## config.mk

```make
export PLATFORM = sky130hd
export DESIGN_NAME = pbv_mul
export DESIGN_NICKNAME = d
export VERILOG_FILES = /design/src/rtl/core/pbv_pkg.sv /design/src/rtl/core/pbv_mul.sv
export SDC_FILE = /design/constraint.sdc
export NUM_CORES = 2
export LEC_CHECK = 0
export BUFFER_PORTS_ARGS = -buffer_cell sky130_fd_sc_hd__buf_4
export CORE_ASPECT_RATIO = 2
export CORE_MARGIN = 2
export CORE_UTILIZATION = 53
export DETAILED_ROUTE_END_ITERATION = 10
export GPL_TIMING_DRIVEN = 0
export PLACE_DENSITY = 0.82
export SLEW_MARGIN = 5
export SYNTH_ARGS = -nofsm -noshare
export SYNTH_HDL_FRONTEND = slang
export SYNTH_SLANG_ARGS = --single-unit
```

## constraint.sdc

```tcl
create_clock -name clk_i -period 9.4 [get_ports clk_i]
set_input_delay 1.88 -clock clk_i [delete_from_list [all_inputs] [get_ports clk_i]]
set_output_delay 1.88 -clock clk_i [all_outputs]
set_load 0.03 [all_outputs]
```

## src/rtl/core/pbv_pkg.sv

```systemverilog
// Shared types and constants of the polygon back-face visibility block.
// No dependencies; every other file imports this package.
package pbv_pkg;

  localparam int unsigned CoordW  = 37;   // camera-frame coordinate, scale 2^-28
  localparam int unsigned EdgeW   = 38;   // edge vector component
  localparam int unsigned NormW   = 77;   // face normal component, scale 2^-56
  localparam int unsigned DotW    = 116;  // normal dotted with vertex 0
  localparam int unsigned SqW     = 154;  // one squared normal component
  localparam int unsigned Norm2W  = 156;  // squared length of the normal
  localparam int unsigned ChunkW  = 24;   // operand slice of the split multiplier
  localparam int unsigned NumStg  = 11;   // pipeline depth
  localparam int unsigned AddrW   = 6;

  localparam logic [2:0] RegRow0   = 3'd0;
  localparam logic [2:0] RegRow1   = 3'd1;
  localparam logic [2:0] RegRow2   = 3'd2;
  localparam logic [2:0] RegTrans  = 3'd3;
  localparam logic [2:0] RegVisLim = 3'd4;
  localparam logic [2:0] RegAppLim = 3'd5;
  localparam logic [2:0] RegCosSq  = 3'd6;

  typedef struct packed {
    logic              func;
    logic [7:0]        corner_count;
    logic signed [15:0] v0_x;
    logic signed [15:0] v0_y;
    logic signed [15:0] v0_z;
    logic signed [15:0] v1_x;
    logic signed [15:0] v1_y;
    logic signed [15:0] v1_z;
    logic signed [15:0] v2_x;
    logic signed [15:0] v2_y;
    logic signed [15:0] v2_z;
  } in_t;

  typedef struct packed {
    logic visible;
    logic appearing;
  } out_t;

  typedef struct packed {
    logic [2:0][53:0] rot;
    logic [59:0]      trans;
    logic [31:0]      vis_lim;
    logic [31:0]      app_lim;
    logic [16:0]      cos_sq;
  } cfg_t;

endpackage

```

## src/rtl/core/pbv_mul.sv

```systemverilog
// Two-stage signed multiplier split into slice products of at most 25x25 bits.
// Depends on pbv_pkg for the slice width.
module pbv_mul
  import pbv_pkg::*;
#(
  parameter int unsigned AW = 38,
  parameter int unsigned BW = 38
) (
  input  logic                     clk_i,
  input  logic                     en1_i,
  input  logic                     en2_i,
  input  logic signed [AW-1:0]     a_i,
  input  logic signed [BW-1:0]     b_i,
  output logic signed [AW+BW-1:0]  p_o
);

  localparam int unsigned NA = (AW + ChunkW - 1) / ChunkW;
  localparam int unsigned NB = (BW + ChunkW - 1) / ChunkW;
  localparam int unsigned PW = AW + BW;
  localparam int unsigned SW = 2 * ChunkW + 2;

  logic signed [NA*ChunkW-1:0] a_ext;
  logic signed [NB*ChunkW-1:0] b_ext;
  logic signed [ChunkW:0]      a_sl [NA];
  logic signed [ChunkW:0]      b_sl [NB];
  logic signed [SW-1:0]        pp_q [NA][NB];
  logic signed [PW-1:0]        sum;
  logic signed [PW-1:0]        p_q;

  assign a_ext = (NA*ChunkW)'(a_i);
  assign b_ext = (NB*ChunkW)'(b_i);

  // Lower slices are unsigned, the top slice carries the sign.
  always_comb begin
    for (int i = 0; i < NA; i++) begin
      if (i == NA - 1) a_sl[i] = {a_ext[NA*ChunkW-1], a_ext[i*ChunkW +: ChunkW]};
      else             a_sl[i] = {1'b0, a_ext[i*ChunkW +: ChunkW]};
    end
    for (int j = 0; j < NB; j++) begin
      if (j == NB - 1) b_sl[j] = {b_ext[NB*ChunkW-1], b_ext[j*ChunkW +: ChunkW]};
      else             b_sl[j] = {1'b0, b_ext[j*ChunkW +: ChunkW]};
    end
  end

  always_ff @(posedge clk_i) begin
    if (en1_i) begin
      for (int i = 0; i < NA; i++) begin
        for (int j = 0; j < NB; j++) begin
          pp_q[i][j] <= a_sl[i] * b_sl[j];
        end
      end
    end
  end

  always_comb begin
    sum = '0;
    for (int i = 0; i < NA; i++) begin
      for (int j = 0; j < NB; j++) begin
        sum = sum + (PW'(pp_q[i][j]) <<< ((i + j) * ChunkW));
      end
    end
  end

  always_ff @(posedge clk_i) begin
    if (en2_i) begin
      p_q <= sum;
    end
  end

  assign p_o = p_q;

endmodule

```

; After elaboration in Yosys (flattened, before gate mapping)
; Memory sizes are Yosys's and may differ from the RTL's.
; Index checks and enable logic that the tools add are counted.
[word_totals]
reg_bits = 76
inputBits = 79
ramBits = 200
out_inout_bits = 76
wordCells = 11
mem_count = 1
[op_classes]
multipliers = 4
addsub = 3
n_mux = 2
[mem_list]
columns = name, words, width, read_ports, rd_clocked_by_memory_dff, wr, line
row1 = pp_q, 2, 100, 2, 0, 2, pbv_mul.sv:26  ; logic signed [SW-1:0] pp_q [NA][NB];
[op_table]
columns = cell, count
row1 = 75-bit by 74-bit adder with 76-bit output, 1
row2 = 76-bit adder, 1
row3 = 50-bit by 74-bit adder with 75-bit output, 1
row4 = 24-bit by 24-bit multiplier with 48-bit output, 1
row5 = 14-bit by 25-bit multiplier with 39-bit output, 1
row6 = 25-bit by 14-bit multiplier with 39-bit output, 1
row7 = 14-bit by 14-bit multiplier with 28-bit output, 1
row8 = 1-bit two-way mux, 2

; Longest topological paths before layout
; An unclocked memory read counts as a cell.
[logic_depth]
depth_word = 4
depth_mapped = 28
mapped_depth_nobuf = 26

; Worst setup path before layout
; Ideal clock, no wire load.
[synth_timing]
kind = in2reg
start = input a_i[10]
end = memory pp_q[0][90] in the netlist's numbering, data pin
path_stages = 26
path_buffers = 2
setup_time_ps = 264
path_slack_ps = 522
required_ps = 9136
t_arrival_ps = 8613
cell_sequence = clkbuf_1 clkbuf_1 nand2_1 fa_1 fa_1 inv_1 fa_1 inv_1 fa_1 inv_1 fa_1 fa_1 inv_1 fa_1 inv_1 ha_1 a21o_1 a21o_1 a221o_1 a21o_1 a2111o_1 o22ai_4 o21bai_4 a2111oi_4 o21bai_1 xor2_1
[synth_rtl]
columns = item, line
row1 = "start, declared", pbv_mul.sv:12  ; input logic signed [AW-1:0] a_i,
row2 = "end, declared", pbv_mul.sv:26

==> results.toml <==
[run_status]
violations = "setup timing"
status = "finished, violations left"

[route]
postRouteAntennaNets = 0
drt_wl_total_um = 196000
drtPass1Iterations = 8
routed_via_density = 5.82
drc = 0
vias = 45328
drtIter0Drc = 4522
wl_per_cell_um = 25.2

[final_layout]
fillers = 9567
regArea_um2 = 6910
final_common_cell = "inv_1"
final_cell_mix = "1,327 x inv_1, 1,253 x fa_1, 831 x nand2_1"
final-instance-count-excl-fill = 7795
multi_input_area_um2 = 45800
syn_to_final_growth_pct = 6.11
drive_above_1_share_pct = 4.53
fin_nets = 8150

[clocking]
clock-sinks = 230
cts-resized-gates = 77
h-tree-depth = 1
cts_max_path_buffers = 3
cts.clk_slew.worst_paths_ns = 0.10
numCtsBuffers = 24
clk_latency_ns = 0.64
cts_root_buf = "clkbuf_16"
postCtsSetupBuffers = 0
cts_tree = "yes"
hold_buffers = 0

[placed_design]
gp_congestion = 1.05
io_buffers = 80
dp_hpwl_um = 160000
placed_cells = 7732

[yosys]
yosysWarningCount = 0
synthTopCellsByArea = "fa_1 43%, edfxtp_1 12%, ha_1 12%"
ys_seq_elements = 230
ys_seq_area_share_pct = 11.7
yosysTopAreaCellShare_pct = 42.6
avgSynthCellArea_um2 = 9.55
synth.largest_area_cell = "fa_1"
synthArstFlopShare_pct = 0
synth_cell_types = 71
synth_flop_cell = "edfxtp_1"
netlist_instances = 6164
synth-edff-count = 230
synth_nets = 8043
syn_area_um2 = 58900

[critical_path]
reg2reg_to = "p_o[75]"
r2r-start = "pp_q[1][66]"
ff2ff_setup_slack_ns = 4.29
cp-end-kind = "flop"
start_kind = "input pin"
crit_fanout = 10
critical_path_required_ns = 9.71
worstSetupPathType = "in2reg"
crit_arrival_ns = 9.72
reg2regPathDepth = 13

[sta]
worst_pin_slew_ns = 1.28
post-route-period-util_pct = 100
relSlewSlack_pct = 14.5
max_freq_mhz = 106
rsz0062_at_grt = "true"
timing.final.ws_setup_ns = -0.00669
finalSetupViolations = 1
hold_viol = 0
fin_skew_ns = 0.0465
layout_min_cycle_time_ns = 9.41
slew_violations = 0

[die]
coreArea_um2 = 111000
pin_count = 155
die_w_um = 240
fp-row-count = 173
start_util_pct = 53.2
die_height_um = 475
die_area_um2 = 114000

[global_routing]
antenna_found_initial = 30
grtUsageTotal_pct = 35.7
grt_overflow_total = 0
grt_first_pass_wirelength_um = 294000
grt_max_degree = 89
grt_pass1_vias = 47506

[flow_run]
maxCapViolCount = 0

[hold_path]
min_to = "p_o[5]"
hp-class = "reg2reg"
hold_path_depth = 0
min_from = "pp_q[0][55]"
through the flow:
step | area (µm²) | TNS (ns) | hold slack [ns] | worst slack, ns | util, %
final | 62500 | -0.00669 | 0.384 | -0.00669 | 56.5
after global routing | 62400 | -0.0690 | 0.413 | -0.0690 | 56.4
after CTS | 62300 | 0 | 0.402 | 0.00253 | 56.3
after detailed placement | 61400 | -29.41 | 0.406 | -1.65 | 55.5
after global placement | 61300 | -28.55 | 0.404 | -1.67 | 55.5
after floorplan | 58900 | 0 | 0.400 | 0.522 | -
per-layer routing:
layer	share of wire [%]	routed length [µm]	global-route usage, %	vias to the layer above
met5	0.089	174	0	-
met4	9.3	18300	26.1	26
met3	14	28200	13.2	869
met2	44	85700	54.1	3094
met1	33	64000	41.5	22519
li1	-	-	-	18820
cell families (layout without fill, tap and decap cells):
group           Yosys count  after routing  synth area share (%)
buf+inv                1649           1774                  10.5
flops                   230            230                  11.7
other cells               0             19                     0
xor+xnor                195            195                  2.90
simple gates           1767           1767                  14.7
compound gates          523            523                  5.96
fa+ha+maj              1800           1800                  54.2
worst max-delay path, stage by stage:
cell and delay, ns:
clkbuf_1 0.86, and2_1 0.26, fa_1 0.48, fa_1 0.58, inv_1 0.06, fa_1 0.48
fa_1 0.56, inv_1 0.06, fa_1 0.50, fa_1 0.53, inv_1 0.05, fa_1 0.48
inv_1 0.04, ha_1 0.39, a21oi_1 0.26, nor2_1 0.07, o21ai_0 0.17, nand2b_1 0.09
a21oi_1 0.41, o21ai_0 0.26, a2111o_1 0.33, o21a_1 0.21, a211oi_1 0.32, xnor2_1 0.37
synth_stat cells, types with 22 or more instances:
cell type,instances
inv_1,1327
fa_1,1253
nand2_1,831
and2_1,639
ha_1,547
clkbuf_1,319
edfxtp_1,230
a21oi_1,164
xnor2_1,145
nor2_1,113
a21o_1,93
o21ai_0,79
nand2b_1,64
xor2_1,50
nand3_1,32
o21bai_1,29
nor3_1,23
o21a_1,22
area by class of cell:
| cell class | count | area share [%] |
|---|---|---|
| clock buffer | 25 | 1.00 |
| clock inverter | 19 | 0.276 |
| multi-input combinational | 4285 | 73.3 |
| sequential | 230 | 11.1 |
| buffer | 321 | 2.30 |
| timing repair buffer | 81 | 1.02 |
| antenna | 19 | 0.0761 |
| tap | 1487 | 2.98 |
| inverter | 1328 | 7.98 |
flip-flops by register name (all words and copies together), names as in the netlist:
signal,count
pp_q,154
p_o,76
worst max-delay path by stage:
stage          startpoint     endpoint  slack [ns]  cells past startpoint
2_1_floorplan     a_i[10]  pp_q[0][90]        0.52                     26
3_3_place_gp      a_i[13]  pp_q[0][96]       -1.67                     28
3_5_place_dp      a_i[13]  pp_q[0][96]       -1.65                     26
4_1_cts            a_i[3]  pp_q[0][96]       0.003                     24
5_1_grt           a_i[22]  pp_q[0][97]       -0.07                     26
6_report          a_i[19]  pp_q[0][97]      -0.007                     24
Power is not shown: default switching activity piles up to over one toggle a cycle in this logic, so the estimate is an artifact.
