===== config.mk =====
export PLATFORM = sky130hd
export DESIGN_NAME = pbv_regs
export DESIGN_NICKNAME = d
export VERILOG_FILES = /design/src/rtl/core/pbv_pkg.sv /design/src/rtl/core/pbv_regs.sv
export SDC_FILE = /design/constraint.sdc
export NUM_CORES = 1
export LEC_CHECK = 0
export BUFFER_PORTS_ARGS = -buffer_cell sky130_fd_sc_hd__buf_4
export CORE_MARGIN = 4
export CORE_UTILIZATION = 40
export DETAILED_ROUTE_END_ITERATION = 10
export PLACE_DENSITY_LB_ADDON = 0.05
export SLEW_MARGIN = 20
export SYNTH_ARGS = -nofsm -noshare
export SYNTH_HDL_FRONTEND = slang
export SYNTH_SLANG_ARGS = --single-unit

===== constraint.sdc =====
create_clock -name clk_i -period 3.55 [get_ports clk_i]
set_input_delay 1.065 -clock clk_i [delete_from_list [all_inputs] [get_ports clk_i]]
set_output_delay 1.065 -clock clk_i [all_outputs]
set_load 0.03 [all_outputs]

===== src/rtl/core/pbv_pkg.sv =====
// Shared types and constants of the polygon back-face visibility block.
// No dependencies; every other file imports this package.
package pbv_pkg;

  localparam int unsigned CoordW  = 37;   // camera-frame coordinate, scale 2^-28
  localparam int unsigned EdgeW   = 38;   // edge vector component
  localparam int unsigned NormW   = 77;   // face normal component, scale 2^-56
  localparam int unsigned DotW    = 116;  // normal dotted with vertex 0
  localparam int unsigned SqW     = 154;  // one squared normal component
  localparam int unsigned Norm2W  = 156;  // squared length of the normal
  localparam int unsigned ChunkW  = 24;   // operand slice of the split multiplier
  localparam int unsigned NumStg  = 11;   // pipeline depth
  localparam int unsigned AddrW   = 6;

  localparam logic [2:0] RegRow0   = 3'd0;
  localparam logic [2:0] RegRow1   = 3'd1;
  localparam logic [2:0] RegRow2   = 3'd2;
  localparam logic [2:0] RegTrans  = 3'd3;
  localparam logic [2:0] RegVisLim = 3'd4;
  localparam logic [2:0] RegAppLim = 3'd5;
  localparam logic [2:0] RegCosSq  = 3'd6;

  typedef struct packed {
    logic              func;
    logic [7:0]        corner_count;
    logic signed [15:0] v0_x;
    logic signed [15:0] v0_y;
    logic signed [15:0] v0_z;
    logic signed [15:0] v1_x;
    logic signed [15:0] v1_y;
    logic signed [15:0] v1_z;
    logic signed [15:0] v2_x;
    logic signed [15:0] v2_y;
    logic signed [15:0] v2_z;
  } in_t;

  typedef struct packed {
    logic visible;
    logic appearing;
  } out_t;

  typedef struct packed {
    logic [2:0][53:0] rot;
    logic [59:0]      trans;
    logic [31:0]      vis_lim;
    logic [31:0]      app_lim;
    logic [16:0]      cos_sq;
  } cfg_t;

endpackage


===== src/rtl/core/pbv_regs.sv =====
// Configuration register file with an APB-style access port.
// Depends on pbv_pkg for the register codes and the configuration struct.
module pbv_regs
  import pbv_pkg::*;
(
  input  logic             clk_i,
  input  logic             rst_ni,
  input  logic             psel,
  input  logic             penable,
  input  logic             pwrite,
  input  logic [AddrW-1:0] paddr,
  input  logic [63:0]      pwdata,
  output logic [63:0]      prdata,
  output logic             pready,
  output cfg_t             cfg_o
);

  cfg_t       cfg_q;
  logic       wr;
  logic [2:0] idx;

  assign pready = 1'b1;
  assign wr     = psel & penable & pwrite;
  assign idx    = paddr[5:3];

  always_ff @(posedge clk_i or negedge rst_ni) begin
    if (!rst_ni) begin
      cfg_q.rot[0]  <= 54'd65536;
      cfg_q.rot[1]  <= 54'd65536 << 18;
      cfg_q.rot[2]  <= 54'd65536 << 36;
      cfg_q.trans   <= '0;
      cfg_q.vis_lim <= 32'd687195;
      cfg_q.app_lim <= 32'd6872;
      cfg_q.cos_sq  <= '0;
    end else if (wr) begin
      unique case (idx)
        RegRow0:   cfg_q.rot[0]  <= pwdata[53:0];
        RegRow1:   cfg_q.rot[1]  <= pwdata[53:0];
        RegRow2:   cfg_q.rot[2]  <= pwdata[53:0];
        RegTrans:  cfg_q.trans   <= pwdata[59:0];
        RegVisLim: cfg_q.vis_lim <= pwdata[31:0];
        RegAppLim: cfg_q.app_lim <= pwdata[31:0];
        RegCosSq:  cfg_q.cos_sq  <= pwdata[16:0];
        default: ;
      endcase
    end
  end

  always_comb begin
    unique case (idx)
      RegRow0:   prdata = 64'(cfg_q.rot[0]);
      RegRow1:   prdata = 64'(cfg_q.rot[1]);
      RegRow2:   prdata = 64'(cfg_q.rot[2]);
      RegTrans:  prdata = 64'(cfg_q.trans);
      RegVisLim: prdata = 64'(cfg_q.vis_lim);
      RegAppLim: prdata = 64'(cfg_q.app_lim);
      RegCosSq:  prdata = 64'(cfg_q.cos_sq);
      default:   prdata = '0;
    endcase
  end

  assign cfg_o = cfg_q;

endmodule

; ---- Word-level counts from Yosys, hierarchy flattened
; Index checks and enable logic that the tools add are counted.
[word_totals]
regBits = 303
word_cells = 24
[classes]
reduce_logical = 8
n_bitwise = 2
muxes = 1
n_eq_ne = 6
[op_table]
columns = op, count
row1 = one-hot mux 60 bit (7 select lines), 1
row2 = AND reduction 2 bit, 7
row3 = "== test 3 bit, second input constant", 3
row4 = "== test 3 x 2 -> 1 bit, second input constant", 2
row5 = "== test 3 x 1 -> 1 bit, second input constant", 1
row6 = zero test 3 bit, 1
row7 = bitwise AND 1 bit, 2

; ---- Longest topological paths before layout
[logic_depth]
word_depth = 3
mapped_depth = 7
depth_no_buf = 3

; ---- Least setup slack after synthesis
; No wires, ideal clock.
[synth_timing]
path_kind = input to output
startpoint = in paddr[4]
endpoint = out prdata[11]
path_buffers = 4
stages = 6
slack_ps = -183
required_ps = 2485
arrival_ps = 2668
path_cell_list = buf_2 > buf_2 > buf_2 > clkbuf_1 > a21oi_1 > o21ai_0
[synth_between]
elab_chain_len = 2
[synth_rtl]
columns = item, line_no
row1 = from (decl), pbv_regs.sv:11  ; input logic [AddrW-1:0] paddr,
row2 = "== test 3 bit, or another cell as far along", pbv_regs.sv:50  ; unique case (idx)
row3 = one-hot mux 60 bit (7 select lines) (*), pbv_regs.sv:50
row4 = to (decl), pbv_regs.sv:13  ; output logic [63:0] prdata,
; Every way passes the cells marked *; elsewhere a longest branch is shown, timed or not.

; ---- Final worst setup path
[layout_timing]
startpoint = in paddr[3]
endpoint = out prdata[17]
; The elaborated chain is that of the path after synthesis.

==> flow_summary_export.csv <==
group,metric,value,unit
pwr,power.leakage,0.00925,uW
pwr,seqPwrFrac,36.4,%
floorplanning,ios,443,
timing,finalCritPeriodShare,98.6,%
critical_path,crit_required,2.48,ns
timing,setup_tns,0,ns
critical_path,cp_cell_sequence,"buf_4 -> buf_4 -> mux2i_1 -> o21ai_0 -> a221o_1 -> buf_4",
worst_hold_path,min_path_cells,1,
critical_path,crit_path_end_kind,"output port",
critical_path,cp_slowest_stage_delay,0.37,ns
floorplanning,num_rows,68,
critical_path,worst-setup-path-type,"in -> out",
grt,grt_antenna_before_repair,2,
clock_tree,postCtsSetupRepairBufs,0,
finish,largest_reg_flops,303,
yosys,synth_cell_types,41,
clock_tree,clockBufferDepth,3,
timing,fin_crit,3.50,ns
grt,grt_pass1_wl,67400,um
route,antenna_left,0,
critical_path,reg2reg_from,"cfg_o[6]$_DFFE_PN0P_",
timing,rsz0062_at_grt,"no",
finish,final_common_cell,"buf_4",
yosys,syn_avg_cell_area,14.5,um2
placement,gp_congestion,0.775,
pwr,power.net_switching,4580,uW
yosys,yosys_warnings,0,
route,dr.pass1.iters,5,
clock_tree,cts_tree,"done",
finish,final_area,19300,um2
worst_hold_path,min_from,"cfg_o[25]$_DFFE_PN0P_",
timing,final-hold-violation-count,0,
finish,mostFrequentLayoutCells,"464 x buf_4, 326 x mux2_2, 281 x dfrtp_1",
critical_path,critPathLaunchType,"input port",
grt,grt-ovfl-total,0,
route,drc_errors,0,
critical_path,slowest_stage,"buf_4",
clock_tree,cts.sinks,303,
pwr,power.total,13000,uW
timing,max-slew-margin-rel,51.4,%
route,routed-via-count,10100,
placement,dp_hpwl,30900,um
timing,setup_viol,0,
timing,clock.fmax,286,MHz
clock_tree,clock_latency,0.51,ns
critical_path,worstPathArrival,2.43,ns
floorplanning,die_area,37900,um2
pwr,combPwrFrac,33.9,%
pwr,ir_worst_vdd,0.000407,V
critical_path,critPathMostFrequentCell,"buf_4",
worst_hold_path,worstHoldPathType,"reg -> reg",
yosys,syn-instance-count,962,
yosys,async_reset_ff_share,100,%
grt,grt_max_degree,87,
critical_path,reg2reg_depth,1,
clock_tree,htreeDepth,2,
timing,timing_max_transition_violations_final,0,
yosys,ys_seq_elements,303,
yosys,synth_seq_area_share,54.7,%
yosys,netlist_area,13900,um2
finish,drive_gt1_share,64.6,%
floorplanning,die_w,195,um
clock_tree,clockRootBuffer,"clkbuf_16",
yosys,synth_edf_count,0,
placement,pre_cts_slack,-0.152,ns
job,max_cap_viol_count,0,
grt,grt_pass1_vias,10200,
timing,worst_slack,0.0509,ns
pwr,power_density,673,nW/um2
yosys,synth_ff_type,"dfrtp_1",
grt,track_usage,22.9,%
timing,hold_ws,0.516,ns
worst_hold_path,min_to,"cfg_o[25]$_DFFE_PN0P_",
pwr,internal-power,8430,uW
pwr,p_clk_share,29.6,%
clock_tree,cts_buffers,37,
route,routed_wl,45000,um
clock_tree,clk_pin_slew_worst_paths,0.05,ns
placement,placed_area,18100,um2
placement,portBuffers,430,
floorplanning,die_y,195,um
finish,syn_to_final_growth,38.9,%
floorplanning,core-area,34500,um2
critical_path,rrSetupSlack,2.73,ns
critical_path,path_max_fanout,28,
route,routedWlPerCell,23.7,um
outcome,status,"finished clean",
floorplanning,floorplan.initialDensity,40.4,%
timing,tightest_slew,0.729,ns
finish,layout.nets,1488,
critical_path,r2r_end,"cfg_o[6]$_DFFE_PN0P_",
route,drt_iter0_markers,381,
pwr,switching_share,35.2,%
timing,final.setup_skew,0,ns
route,vias_per_cell,5.30,
## metrics by stage
step	instances	util, %
6_report	1897	56.1
5_1_grt	1897	56.1
4_1_cts	1896	56.1
3_5_place_dp	1829	52.4
3_3_place_gp	1829	52.4
2_1_floorplan	965	-
## power by group through the flow
stage | Clock (uW) | Combinational (uW) | Sequential, uW
after floorplan | 0 | 1290 | 6010
after global placement | 0 | 4430 | 4780
after detailed placement | 0 | 4460 | 4800
after CTS | 3960 | 4470 | 4750
after global routing | 4090 | 4640 | 4840
final | 3860 | 4420 | 4740
## cell type report
cell class	count	area [um2]
timing repair buffer	484	3870
fill	2963	15100
clock inverter	11	134
tap	455	569
multi-input combinational	585	6010
antenna	1	2.50
sequential	303	7610
clock buffer	56	1130
inverter	2	7.51
## synthesized netlist by cell type (3+ instances only)
master	count	area, um2
buf_2	38	190
o21ai_0	20	100
nor2b_1	12	75.1
mux4_2	22	495
and2_1	22	138
a32oi_1	12	105
a221oi_1	11	96.3
mux2i_1	35	350
clkbuf_1	19	71.3
o221ai_1	5	43.8
nor2_1	9	33.8
dfrtp_1	281	7030
a21o_1	4	30.0
o211ai_1	6	45.0
mux2_1	10	113
dfstp_2	22	578
nor3b_1	12	90.1
and3_1	7	43.8
buf_4	16	120
a221o_1	5	50.1
a21oi_1	16	80.1
a211oi_1	4	30.0
nand2b_1	3	18.8
nor2_2	3	18.8
mux2_2	326	3670
nand3_1	14	70.1
nor4bb_1	11	110
## layer usage
layer / GRT usage, % / routed length (um) / vias to the layer above
li1: - / - / 4478
met5: 0 / 14 / -
met1: 29.9 / 18700 / 5148
met3: 7.00 / 3460 / 80
met4: 7.21 / 1470 / 2
met2: 36.7 / 21400 / 348
## worst max-delay path by stage
| stage | startpoint | endpoint | slack (ns) | cells after the start |
|---|---|---|---|---|
| CTS | paddr[5] | prdata[17] | 0.02 | 5 |
| global route | paddr[5] | prdata[25] | 0.005 | 7 |
| finish | paddr[3] | prdata[17] | 0.05 | 6 |
| floorplan | paddr[4] | prdata[11] | 0.02 | 6 |
| detailed placement | paddr[3] | prdata[2] | -0.15 | 5 |
| global placement | paddr[3] | prdata[5] | -0.14 | 5 |
## what timing repair did
item	CTS	global route
gates resized for setup	1	2
hold buffers	0	0
endpoints found under the setup margin	17	4
## critical path, delay by kind of cell
| family | cells | cell delay (ns) |
|---|---|---|
| mux | 1 | 0.25 |
| buf+inv | 3 | 0.67 |
| compound gates | 2 | 0.42 |
## logic make-up (layout without fill, tap and decap cells)
group                  after synthesis  after routing  synth area share [%]
multiplexers                       393            393                  33.2
flip-flops                         303            303                  54.7
AND/OR/NAND/NOR                    101            101                  4.86
AO/OA/AOI/OAI                       86             86                  4.33
buffers and inverters               77            553                  2.85
other                                2              6                0.0539
Note: power is estimated with default switching activity, not from simulation.
